### config.mk
export PLATFORM = sky130hd
export DESIGN_NAME = rgb_to_hsv_pixel
export DESIGN_NICKNAME = d
export VERILOG_FILES = /design/src/rtl/rgbhsv_pkg.sv /design/src/rtl/rgb_to_hsv_pixel.sv /design/src/rtl/rgbhsv_front.sv /design/src/rtl/rgbhsv_queue.sv /design/src/rtl/rgbhsv_back.sv
export SDC_FILE = /design/constraint.sdc
export NUM_CORES = 2
export LEC_CHECK = 0
export BUFFER_PORTS_ARGS = -buffer_cell sky130_fd_sc_hd__clkbuf_2
export CORE_ASPECT_RATIO = 1.4
export CORE_MARGIN = 3
export CORE_UTILIZATION = 65
export DETAILED_ROUTE_END_ITERATION = 6
export HOLD_SLACK_MARGIN = 0.02
export PLACE_DENSITY = 0.81
export REMOVE_ABC_BUFFERS = 1
export SYNTH_ARGS = -nofsm -noshare
export SYNTH_HDL_FRONTEND = slang
export SYNTH_SLANG_ARGS = --single-unit
### constraint.sdc
create_clock -name i_clk -period 104.7 [get_ports i_clk]
set_clock_uncertainty 0.2 [all_clocks]
set_input_delay 20.94 -clock i_clk [delete_from_list [all_inputs] [get_ports i_clk]]
set_output_delay 20.94 -clock i_clk [all_outputs]
set_load 0.02 [all_outputs]
### src/rtl/rgbhsv_pkg.sv
// ----------------------------------------------------------------------------
// rgbhsv_pkg
// Shared types and constants for the RGB to HSV pixel converter.
// ----------------------------------------------------------------------------
package rgbhsv_pkg;

    // default component width, code 2^bits-1 is full intensity
    localparam int COMP_BITS_DEF = 16;

    // entries of the queue between classifier and divider pipeline
    localparam int QUEUE_DEPTH = 2;

    // special-case marks that travel with a pixel
    typedef struct packed {
        logic black;   // value is zero, saturation forced to zero
        logic grey;    // chroma is zero, hue forced to zero
    } t_flags;

endpackage

### src/rtl/rgb_to_hsv_pixel.sv
// ----------------------------------------------------------------------------
// rgb_to_hsv_pixel
// RGB to HSV converter: classifier, short queue, pipelined bit-serial dividers.
// ----------------------------------------------------------------------------
// Takes one pixel per clock and gives one HSV result per clock, sustained, while
// the output is not held. Hue and saturation come from two restoring dividers
// pipelined at one quotient bit per stage; a pixel passes from accepted input
// beat to output beat through the classifier register, one queue entry and
// COMPONENT_BITS divider stages. A held output stalls the divider pipeline;
// the two-entry queue lets the classifier keep accepting meanwhile.
module rgb_to_hsv_pixel #(
    parameter int COMPONENT_BITS = rgbhsv_pkg::COMP_BITS_DEF
) (
    input  logic                      i_clk,
    input  logic                      i_rst_n,
    input  logic                      i_valid,
    output logic                      o_stall,
    input  logic [COMPONENT_BITS-1:0] i_red,
    input  logic [COMPONENT_BITS-1:0] i_green,
    input  logic [COMPONENT_BITS-1:0] i_blue,
    output logic                      o_valid,
    input  logic                      i_stall,
    output logic [COMPONENT_BITS-1:0] o_hue,
    output logic [COMPONENT_BITS-1:0] o_saturation,
    output logic [COMPONENT_BITS-1:0] o_brightness
);
    import rgbhsv_pkg::*;

    localparam int W  = COMPONENT_BITS;
    localparam int DW = 2 + W + 2 * W + 2 * (W + 3);

    logic           f_v, f_stall, q_v, q_stall;
    logic [W+2:0]   f_hnum, f_hden, q_hnum, q_hden;
    logic [2*W-1:0] f_sat_num, q_sat_num;
    logic [W-1:0]   f_hi, q_hi;
    t_flags         f_flags, q_flags;
    logic [DW-1:0]  q_in, q_out;

    rgbhsv_front #(.W(W)) u_front (
        .i_clk(i_clk), .i_rst_n(i_rst_n),
        .i_valid(i_valid), .o_stall(o_stall),
        .i_red(i_red), .i_green(i_green), .i_blue(i_blue),
        .o_valid(f_v), .i_stall(f_stall),
        .o_hnum(f_hnum), .o_hden(f_hden), .o_sat_num(f_sat_num),
        .o_hi(f_hi), .o_flags(f_flags)
    );

    assign q_in = {f_flags, f_hi, f_sat_num, f_hnum, f_hden};

    rgbhsv_queue #(.DW(DW), .DEPTH(QUEUE_DEPTH)) u_queue (
        .i_clk(i_clk), .i_rst_n(i_rst_n),
        .i_valid(f_v), .o_stall(f_stall), .i_data(q_in),
        .o_valid(q_v), .i_stall(q_stall), .o_data(q_out)
    );

    assign {q_flags, q_hi, q_sat_num, q_hnum, q_hden} = q_out;

    rgbhsv_back #(.W(W)) u_back (
        .i_clk(i_clk), .i_rst_n(i_rst_n),
        .i_valid(q_v), .o_stall(q_stall),
        .i_hnum(q_hnum), .i_hden(q_hden), .i_sat_num(q_sat_num),
        .i_hi(q_hi), .i_flags(q_flags),
        .o_valid(o_valid), .i_stall(i_stall),
        .o_hue(o_hue), .o_saturation(o_saturation), .o_brightness(o_brightness)
    );

endmodule

### src/rtl/rgbhsv_front.sv
// ----------------------------------------------------------------------------
// rgbhsv_front
// Accepts pixels, finds max/min/chroma and the hue sector, and forms the
// numerators and divisors for the hue and saturation divisions.
// ----------------------------------------------------------------------------
module rgbhsv_front #(
    parameter int W = 16
) (
    input  logic                  i_clk,
    input  logic                  i_rst_n,
    input  logic                  i_valid,
    output logic                  o_stall,
    input  logic [W-1:0]          i_red,
    input  logic [W-1:0]          i_green,
    input  logic [W-1:0]          i_blue,
    output logic                  o_valid,
    input  logic                  i_stall,
    output logic [W+2:0]          o_hnum,
    output logic [W+2:0]          o_hden,
    output logic [2*W-1:0]        o_sat_num,
    output logic [W-1:0]          o_hi,
    output rgbhsv_pkg::t_flags    o_flags
);
    import rgbhsv_pkg::*;

    logic           r_v;
    logic [W+2:0]   r_hnum;
    logic [W+2:0]   r_hden;
    logic [2*W-1:0] r_sat_num;
    logic [W-1:0]   r_hi;
    t_flags         r_flags;

    logic           adv;
    logic [W-1:0]   hi, lo, c;
    logic [W+3:0]   cx, rx, gx, bx, c6, num;
    logic [2*W-1:0] sat_num;

    // classification: max with ties red, green, blue
    always_comb begin
        hi = i_red;
        if (i_green > hi) hi = i_green;
        if (i_blue > hi) hi = i_blue;
        lo = i_red;
        if (i_green < lo) lo = i_green;
        if (i_blue < lo) lo = i_blue;
        c  = hi - lo;
        cx = {4'b0, c};
        rx = {4'b0, i_red};
        gx = {4'b0, i_green};
        bx = {4'b0, i_blue};
        c6 = (cx << 2) + (cx << 1);
        // numerator kept in [0, 6c): red sector with blue above green wraps a turn
        if (hi == i_red) begin
            num = (i_green >= i_blue) ? (gx - bx) : (c6 - (bx - gx));
        end else if (hi == i_green) begin
            num = (cx << 1) + bx - rx;
        end else begin
            num = (cx << 2) + rx - gx;
        end
        // chroma * (2^W - 1)
        sat_num = ({W'(0), c} << W) - {W'(0), c};
    end

    assign adv     = !r_v || !i_stall;
    assign o_stall = r_v && i_stall;

    always_ff @(posedge i_clk) begin
        if (!i_rst_n) begin
            r_v <= 1'b0;
        end else if (adv) begin
            r_v <= i_valid;
        end
    end

    always_ff @(posedge i_clk) begin
        if (adv && i_valid) begin
            r_hnum        <= num[W+2:0];
            r_hden        <= c6[W+2:0];
            r_sat_num     <= sat_num;
            r_hi          <= hi;
            r_flags.black <= (hi == '0);
            r_flags.grey  <= (c == '0);
        end
    end

    assign o_valid   = r_v;
    assign o_hnum    = r_hnum;
    assign o_hden    = r_hden;
    assign o_sat_num = r_sat_num;
    assign o_hi      = r_hi;
    assign o_flags   = r_flags;

endmodule

### src/rtl/rgbhsv_queue.sv
// ----------------------------------------------------------------------------
// rgbhsv_queue
// Short FIFO between the classifier and the divider pipeline.
// ----------------------------------------------------------------------------
module rgbhsv_queue #(
    parameter int DW    = 8,
    parameter int DEPTH = 2
) (
    input  logic          i_clk,
    input  logic          i_rst_n,
    input  logic          i_valid,
    output logic          o_stall,
    input  logic [DW-1:0] i_data,
    output logic          o_valid,
    input  logic          i_stall,
    output logic [DW-1:0] o_data
);
    import rgbhsv_pkg::*;

    localparam int PW = (DEPTH > 1) ? $clog2(DEPTH) : 1;
    localparam int CW = $clog2(DEPTH + 1);

    logic [DW-1:0] r_mem [DEPTH];
    logic [PW-1:0] r_wr, r_rd;
    logic [CW-1:0] r_cnt;
    logic          push, pop;

    assign o_stall = (r_cnt == CW'(DEPTH));
    assign o_valid = (r_cnt != '0);
    assign push    = i_valid && !o_stall;
    assign pop     = o_valid && !i_stall;
    assign o_data  = r_mem[r_rd];

    // pointers and fill count
    always_ff @(posedge i_clk) begin
        if (!i_rst_n) begin
            r_wr  <= '0;
            r_rd  <= '0;
            r_cnt <= '0;
        end else begin
            if (push) r_wr <= (r_wr == PW'(DEPTH - 1)) ? '0 : r_wr + 1'b1;
            if (pop)  r_rd <= (r_rd == PW'(DEPTH - 1)) ? '0 : r_rd + 1'b1;
            r_cnt <= r_cnt + CW'(push) - CW'(pop);
        end
    end

    always_ff @(posedge i_clk) begin
        if (push) r_mem[r_wr] <= i_data;
    end

endmodule

### src/rtl/rgbhsv_back.sv
// ----------------------------------------------------------------------------
// rgbhsv_back
// Two restoring dividers side by side, one quotient bit per stage, W stages.
// The last stage is the output register.
// ----------------------------------------------------------------------------
module rgbhsv_back #(
    parameter int W = 16
) (
    input  logic                  i_clk,
    input  logic                  i_rst_n,
    input  logic                  i_valid,
    output logic                  o_stall,
    input  logic [W+2:0]          i_hnum,
    input  logic [W+2:0]          i_hden,
    input  logic [2*W-1:0]        i_sat_num,
    input  logic [W-1:0]          i_hi,
    input  rgbhsv_pkg::t_flags    i_flags,
    output logic                  o_valid,
    input  logic                  i_stall,
    output logic [W-1:0]          o_hue,
    output logic [W-1:0]          o_saturation,
    output logic [W-1:0]          o_brightness
);
    import rgbhsv_pkg::*;

    // stage registers
    logic [W-1:0]   r_v;
    logic [W+2:0]   r_hrem [W];
    logic [W+2:0]   r_hden [W];
    logic [W-1:0]   r_hq   [W];
    logic [W-1:0]   r_srem [W];
    logic [W-1:0]   r_slow [W];
    logic [W-1:0]   r_sq   [W];
    logic [W-1:0]   r_hi   [W];
    t_flags         r_fl   [W];

    // stage sources
    logic           s_v    [W];
    logic [W+2:0]   s_hrem [W];
    logic [W+2:0]   s_hden [W];
    logic [W-1:0]   s_hq   [W];
    logic [W-1:0]   s_srem [W];
    logic [W-1:0]   s_slow [W];
    logic [W-1:0]   s_sq   [W];
    logic [W-1:0]   s_hi   [W];
    t_flags         s_fl   [W];

    logic en;

    // whole pipeline moves unless the output beat is held
    assign en      = !r_v[W-1] || !i_stall;
    assign o_stall = !en;

    for (genvar k = 0; k < W; k++) begin : g_stage
        logic [W+3:0] h2, hsub;
        logic [W:0]   s2, ssub;
        logic         hge, sge;

        if (k == 0) begin : g_src0
            assign s_v[k]    = i_valid;
            assign s_hrem[k] = i_hnum;
            assign s_hden[k] = i_hden;
            assign s_hq[k]   = '0;
            assign s_srem[k] = i_sat_num[2*W-1:W];
            assign s_slow[k] = i_sat_num[W-1:0];
            assign s_sq[k]   = '0;
            assign s_hi[k]   = i_hi;
            assign s_fl[k]   = i_flags;
        end else begin : g_srcn
            assign s_v[k]    = r_v[k-1];
            assign s_hrem[k] = r_hrem[k-1];
            assign s_hden[k] = r_hden[k-1];
            assign s_hq[k]   = r_hq[k-1];
            assign s_srem[k] = r_srem[k-1];
            assign s_slow[k] = r_slow[k-1];
            assign s_sq[k]   = r_sq[k-1];
            assign s_hi[k]   = r_hi[k-1];
            assign s_fl[k]   = r_fl[k-1];
        end

        // one restoring step of each division
        assign h2   = {s_hrem[k], 1'b0};
        assign hge  = (h2 >= {1'b0, s_hden[k]});
        assign hsub = h2 - {1'b0, s_hden[k]};
        assign s2   = {s_srem[k], s_slow[k][W-1]};
        assign sge  = (s2 >= {1'b0, s_hi[k]});
        assign ssub = s2 - {1'b0, s_hi[k]};

        always_ff @(posedge i_clk) begin
            if (!i_rst_n) begin
                r_v[k] <= 1'b0;
            end else if (en) begin
                r_v[k] <= s_v[k];
            end
        end

        always_ff @(posedge i_clk) begin
            if (en) begin
                r_hrem[k] <= hge ? hsub[W+2:0] : h2[W+2:0];
                r_hden[k] <= s_hden[k];
                r_hq[k]   <= {s_hq[k][W-2:0], hge};
                r_srem[k] <= sge ? ssub[W-1:0] : s2[W-1:0];
                r_slow[k] <= {s_slow[k][W-2:0], 1'b0};
                r_sq[k]   <= {s_sq[k][W-2:0], sge};
                r_hi[k]   <= s_hi[k];
                r_fl[k]   <= s_fl[k];
            end
        end
    end

    // special cases override the quotients
    assign o_valid      = r_v[W-1];
    assign o_hue        = r_fl[W-1].grey  ? '0 : r_hq[W-1];
    assign o_saturation = r_fl[W-1].black ? '0 : r_sq[W-1];
    assign o_brightness = r_hi[W-1];

`ifndef SYNTHESIS
    a_hold: assert property (@(posedge i_clk) disable iff (!i_rst_n)
        !en |=> $stable(r_v))
        else $error("pipeline moved while output beat was held");
    a_black_grey: assert property (@(posedge i_clk) disable iff (!i_rst_n)
        r_v[0] && r_fl[0].black |-> r_fl[0].grey)
        else $error("black pixel without grey mark");
    a_black_sat: assert property (@(posedge i_clk) disable iff (!i_rst_n)
        o_valid && o_brightness == '0 |-> o_saturation == '0)
        else $error("nonzero saturation at zero value");
`endif

endmodule

[Word level (Yosys, flattened, before mapping)]
Memories as Yosys holds them, arrays and structs flattened. A register that Yosys moved wholly into a read port is not among the register bits.
Cells that the tools add are included.
Word-level totals
  input port bits: 52
  output and inout bits: 50
  memories kept: 9
  flip-flop bits (word level): 109
  bits in writable memories: 2080
  logic and storage cells: 183
Memories
  u_back.r_hden: depth 16, width 19, rd ports 15, clocked after memory_dff 0, wr ports 16, line rgbhsv_back.sv:29  | logic [W+2:0] r_hden [W];
  u_back.r_hrem: depth 16, width 19, rd ports 15, clocked after memory_dff 0, wr ports 16, line rgbhsv_back.sv:28  | logic [W+2:0] r_hrem [W];
  u_back.r_hi: depth 16, width 16, rd ports 16, clocked after memory_dff 0, wr ports 16, line rgbhsv_back.sv:34  | logic [W-1:0] r_hi [W];
  u_back.r_hq: depth 16, width 16, rd ports 16, clocked after memory_dff 0, wr ports 16, line rgbhsv_back.sv:30  | logic [W-1:0] r_hq [W];
  u_back.r_sq: depth 16, width 16, rd ports 16, clocked after memory_dff 0, wr ports 16, line rgbhsv_back.sv:33  | logic [W-1:0] r_sq [W];
  u_back.r_srem: depth 16, width 16, rd ports 15, clocked after memory_dff 0, wr ports 16, line rgbhsv_back.sv:31  | logic [W-1:0] r_srem [W];
  +3 memories
Operators by class
  reductions and logical operators: 13
  eq/ne operators: 3
  $add $sub $neg: 46
  $lt $le $gt $ge: 37
  multiplexer cells: 49
Operators with widths (count)
  two-way mux 19 bit: 19
  two-way mux 16 bit: 22
  subtractor 19 bit: 17
  greater-or-equal comparator 20 x 19 -> 1 bit: 16
  greater-or-equal comparator 17 x 16 -> 1 bit: 16
  subtractor 16 bit: 17
  subtractor 16 x 16 -> 17 bit: 2
  == test 16 bit: 2
  > comparator 16 bit: 2
  zero test 16 bit: 2
  less-than comparator 16 bit: 2
  subtractor 32 x 16 -> 32 bit: 1
  adder 18 x 16 -> 19 bit: 1
  adder 18 x 17 -> 19 bit: 1
  subtractor 18 x 16 -> 19 bit: 1
  subtractor 19 x 16 -> 19 bit: 1
  adder 17 x 16 -> 18 bit: 1
  greater-or-equal comparator 16 bit: 1
  two-way mux 1 bit: 8
  logical AND 1 bit: 4
  zero test 1 bit: 4
  adder 1 bit, second input constant: 2
  adder 2 x 1 -> 2 bit: 1
  == test 2 bit, second input constant: 1
  other kinds (3): 4

[Depth between registers and ports, before layout]
  depth in word-level cells: 9
  mapped depth: 53
  depth with buffers taken out: 50

[By module]
A second synthesis with hierarchy kept.
Unflattened totals
  cell total of the unflattened synthesis: 8187
  area, all modules: 97096.9 um^2
Modules (own cells, without submodules)
  rgbhsv_back: times used 1, area each 78188.7 um^2, sequential area each 45063.2 um^2, cells each 6470
  rgbhsv_front: times used 1, area each 12228.0 um^2, sequential area each 2572.5 um^2, cells each 1416
  rgbhsv_queue: times used 1, area each 6680.2 um^2, sequential area each 5385.2 um^2, cells each 301

[Worst setup path before layout]
Ideal clock, no wire load.
  kind: input port to flip-flop
  from: input i_stall
  to: memory u_back.r_fl[0][0] in the netlist's numbering (enable)
  setup time: 2351 ps
  arrival: 59967 ps
  required time: 102149 ps
  stages: 4
  path buffers: 2
  setup slack: 42183 ps
  cells stage by stage: and2_1 > clkbuf_1 > inv_1 > clkbuf_1
RTL lines
  from (decl): line rgb_to_hsv_pixel.sv:22  | input logic i_stall,
  to (decl): line rgbhsv_back.sv:35  | t_flags r_fl [W];

[Worst setup path after layout]
  from: input i_red[1]
  to: register u_front.r_hnum[18], in the netlist u_front.o_hnum[18] (data pin)
On the way
  cells in the longest elaborated chain, start to end: 9
  elaborated cells between the ends (all ways): 20
  those cells by class: 7 x add/sub; 4 x order compare; 2 x eq/ne; 7 x mux
RTL lines
  from (decl): line rgb_to_hsv_pixel.sv:18  | input logic [COMPONENT_BITS-1:0] i_red,
  > comparator 16 bit: line rgbhsv_front.sv:41  | if (i_green > hi) hi = i_green;
  two-way mux 16 bit *: line rgbhsv_front.sv:41
  > comparator 16 bit: line rgbhsv_front.sv:42  | if (i_blue > hi) hi = i_blue;
  two-way mux 16 bit *: line rgbhsv_front.sv:42
  net u_front.hi[0]: line rgbhsv_front.sv:34  | logic [W-1:0] hi, lo, c;
  subtractor 16 bit *: line rgbhsv_front.sv:46  | c = hi - lo;
  adder 18 x 17 -> 19 bit *: line rgbhsv_front.sv:51  | c6 = (cx << 2) + (cx << 1);
  net u_front.c6[13]: line rgbhsv_front.sv:35  | logic [W+3:0] cx, rx, gx, bx, c6, num;
  subtractor 19 bit *: line rgbhsv_front.sv:54  | num = (i_green >= i_blue) ? (gx - bx) : (c6 - (bx - gx));
  two-way mux 19 bit *: line rgbhsv_front.sv:54
  two-way mux 19 bit *: line rgbhsv_front.sv:53  | if (hi == i_red) begin
  net u_front.num[18]: line rgbhsv_front.sv:35
  to (signal assigned): line rgbhsv_front.sv:77  | r_hnum <= num[W+2:0];
  to (decl): line rgbhsv_front.sv:27  | logic [W+2:0] r_hnum;
Mark *: on every way through the listed nets, which the timed path passes. The rest lies on a longest branch.
A chain may end at the register's enable or synchronous reset.

==> impl_metrics.ini <==
[finish]
post-route-util = 0.711
layout_commonest_cell = edfxtp_1
area_delta_synth_final_pct = 8.51
drive_above_1_share = 0.0915
final_cell_mix = edfxtp_1, inv_1, ha_1
layout.nets = 8519

[die]
dieWidth_um = 321
design.die.area_um2 = 143000
die_y_um = 447
io_pins = 102
rows = 161
initial_utilization = 0.655
core_um2 = 138000

[global_route]
grt_max_degree = 123
antenna_found_initial = 4
gr-total-overflow = 0
grt_first_pass_wirelength_um = 313000
track_usage = 0.284
first_global_vias = 60400

[sta]
rsz0062_at_grt = false
setup_slack_ns = 72.39
min_period_ns = 32.31
slew_headroom = 0.151
max_freq_mhz = 31.0
final.setup.tns_ns = 0
setup_viol = 0
fin_hold_ws_ns = 0.205
maxSlewViolCount = 0
fin_crit_sh = 0.309
hold_viol_final = 0
worst_pin_slew_ns = 1.27

[placement]
place.gp.congestion = 0.955
pre_cts_ws_ns = 71.71
portBuffers = 101
hpwl_um = 152000

[critical_path]
cp_common_cell = a21oi_1
critPathArrivalTime_ns = 32.63
path_max_fanout = 39
cp-start-kind = input pin
critical-path-top-delay-family = compound AO/OA/AOI/OAI gates
critPathKind = in -> reg
critPathMaxStageDelay_ns = 0.77
cp-end-kind = flop
path_buf_inv = 5
cpMaxStageDelayCell = xor2_1
required_ns = 105.02

[run]
drv_cap = 0

[detailed_routing]
first_pass_iters = 6
drc = 0
viasPerCell = 5.90
wl_per_cell_um = 21.1
antenna_left = 0
drt_iter0_markers = 3761
finalWirelength_um = 202000
vias = 56700

[logic_synthesis]
ys_ff_latch = 1708
yosysUniqueCellTypes = 84
synth.largest_area_cell = edfxtp_1
synth-edff-count = 1686
netlist_instances = 7505
yosysWarnings = 0
postSynth.asyncResetShare = 0
synth_area_um2 = 90100
yosys-top-cells-area = edfxtp_1, ha_1, inv_1
yosysTopAreaCellShare = 0.562
synth.yosys.seq_area_share = 0.567
synthFlopType = edfxtp_1
syn-mean-instance-area_um2 = 12.0

[clock_network]
post_cts_buffers = 0
clock_latency_ns = 0.79
cts_buffer_depth = 3
cts_made_buffers = 155
clk_pin_slew_worst_paths_ns = 0.06
clock-sinks = 1708
cts_root_buf = clkbuf_16
cts.repair.resized = 0
tritoncts = built
hold_buffers = 0
cts-htree-levels = 4

[run_status]
outcome = completed

[worst_hold_path]
holdCritPathClass = reg -> reg
## worst reg2reg max path: stages (launching register included)
cell	delay, ns
dfxtp_4	0.44
buf_4	0.64
mux2i_1	0.51
inv_1	0.09
ha_1	0.31
nor2b_1	0.14
o21ai_0	0.12
a21oi_1	0.24
o21ai_0	0.18
a21boi_0	0.32
o21ai_0	0.16
a21boi_0	0.26
o21ai_0	0.17
a21boi_0	0.24
o21ai_0	0.16
a21boi_0	0.30
o21ai_0	0.17
a21boi_0	0.28
o21ai_0	0.17
a21boi_0	0.29
o21ai_0	0.20
a21oi_2	0.98
mux2_2	0.44
## Yosys cell counts (29+ instances only)
master and n:
nor2_1 479, a21oi_1 269, o21bai_1 36, a21boi_0 224, nand4_1 105, nand2b_1 45
and2_1 29, o21ai_0 495, nand2_1 554, a211oi_1 37, edfxtp_1 1686, o31ai_1 89
ha_1 715, mux2_2 287, xor2_1 130, nor4_1 38, xnor2_1 246, inv_1 1041
fa_1 66, nor3_1 58, clkbuf_1 98, mux2i_1 63, a21o_1 199, o21a_1 49
nor2b_1 125, nand3_1 42
## flip-flops by register name (all words and copies together), names as in the netlist, 15 cells and up, named ones only
| register | count |
|---|---|
| u_back.r_v | 15 |
| u_back.r_slow | 119 |
| u_back.r_hq | 136 |
| u_queue.r_mem | 170 |
| u_front.o_hnum | 19 |
| u_back.r_hden | 242 |
| u_back.r_hi | 256 |
| u_front.o_sat_num | 31 |
| u_back.r_hrem | 270 |
| u_back.r_sq | 136 |
| u_back.r_srem | 240 |
| u_front.o_hden | 17 |
| u_back.r_fl | 32 |
| u_front.o_hi | 16 |
## logic make-up (layout without fill, tap and decap cells)
family / Yosys count / in the layout / synth area share
DFF: 1708 / 1708 / 0.567
muxes: 354 / 354 / 0.0435
other: 0 / 2 / 0
buffers and inverters: 1180 / 1487 / 0.0499
and+or+nand+nor: 1573 / 1573 / 0.0810
AOI/OAI and AO/OA: 1530 / 1530 / 0.108
xor gates and xnor gates: 376 / 376 / 0.0365
adders and majority gates: 784 / 784 / 0.114
## worst paths after layout
| kind | slack, ns | start | cells after the start | to |
|---|---|---|---|---|
| max reg2reg | 97.42 | flop | 22 | u_back.r_hrem[0][3]$_DFFE_PN_ |
| max | 72.39 | i_red[1] | 44 | u_front.o_hnum[18]$_DFFE_PP_ |
| min | 0.21 | u_back.r_slow[1][42]$_DFFE_PN_ | 0 | u_back.r_slow[1][58]$_DFFE_PN_ |
| min reg2reg | 0.21 | u_back.r_slow[1][42]$_DFFE_PN_ | 0 | u_back.r_slow[1][58]$_DFFE_PN_ |
## metal layers
layer,routed length [µm],global-route usage,vias to the layer above
li1,-,-,27100
met3,5970,0.0320,644
met4,17600,0.219,0
met2,115000,0.575,1458
met1,63500,0.245,27500
met5,0,0,-
## area by class of cell
cell class              count  area, µm²
clock inverters            97        905
repair buffers            162        963
multi-input cells        4617      34600
fillers                  8949      39800
flip-flops and latches   1708      51100
well taps                1793       2240
clock buffers             186       4080
diodes                      2       5.00
inverters                1042       3920
## per-stage QoR
step,std cells,cell area (µm²)
final,9607,97800
after CTS,9605,97800
after detailed placement,9322,92800
after global placement,9322,92800
after global routing,9607,97800
after floorplan,7367,89500
Power is not shown: default switching activity piles up to over one toggle a cycle in this logic, so the estimate is an artifact.
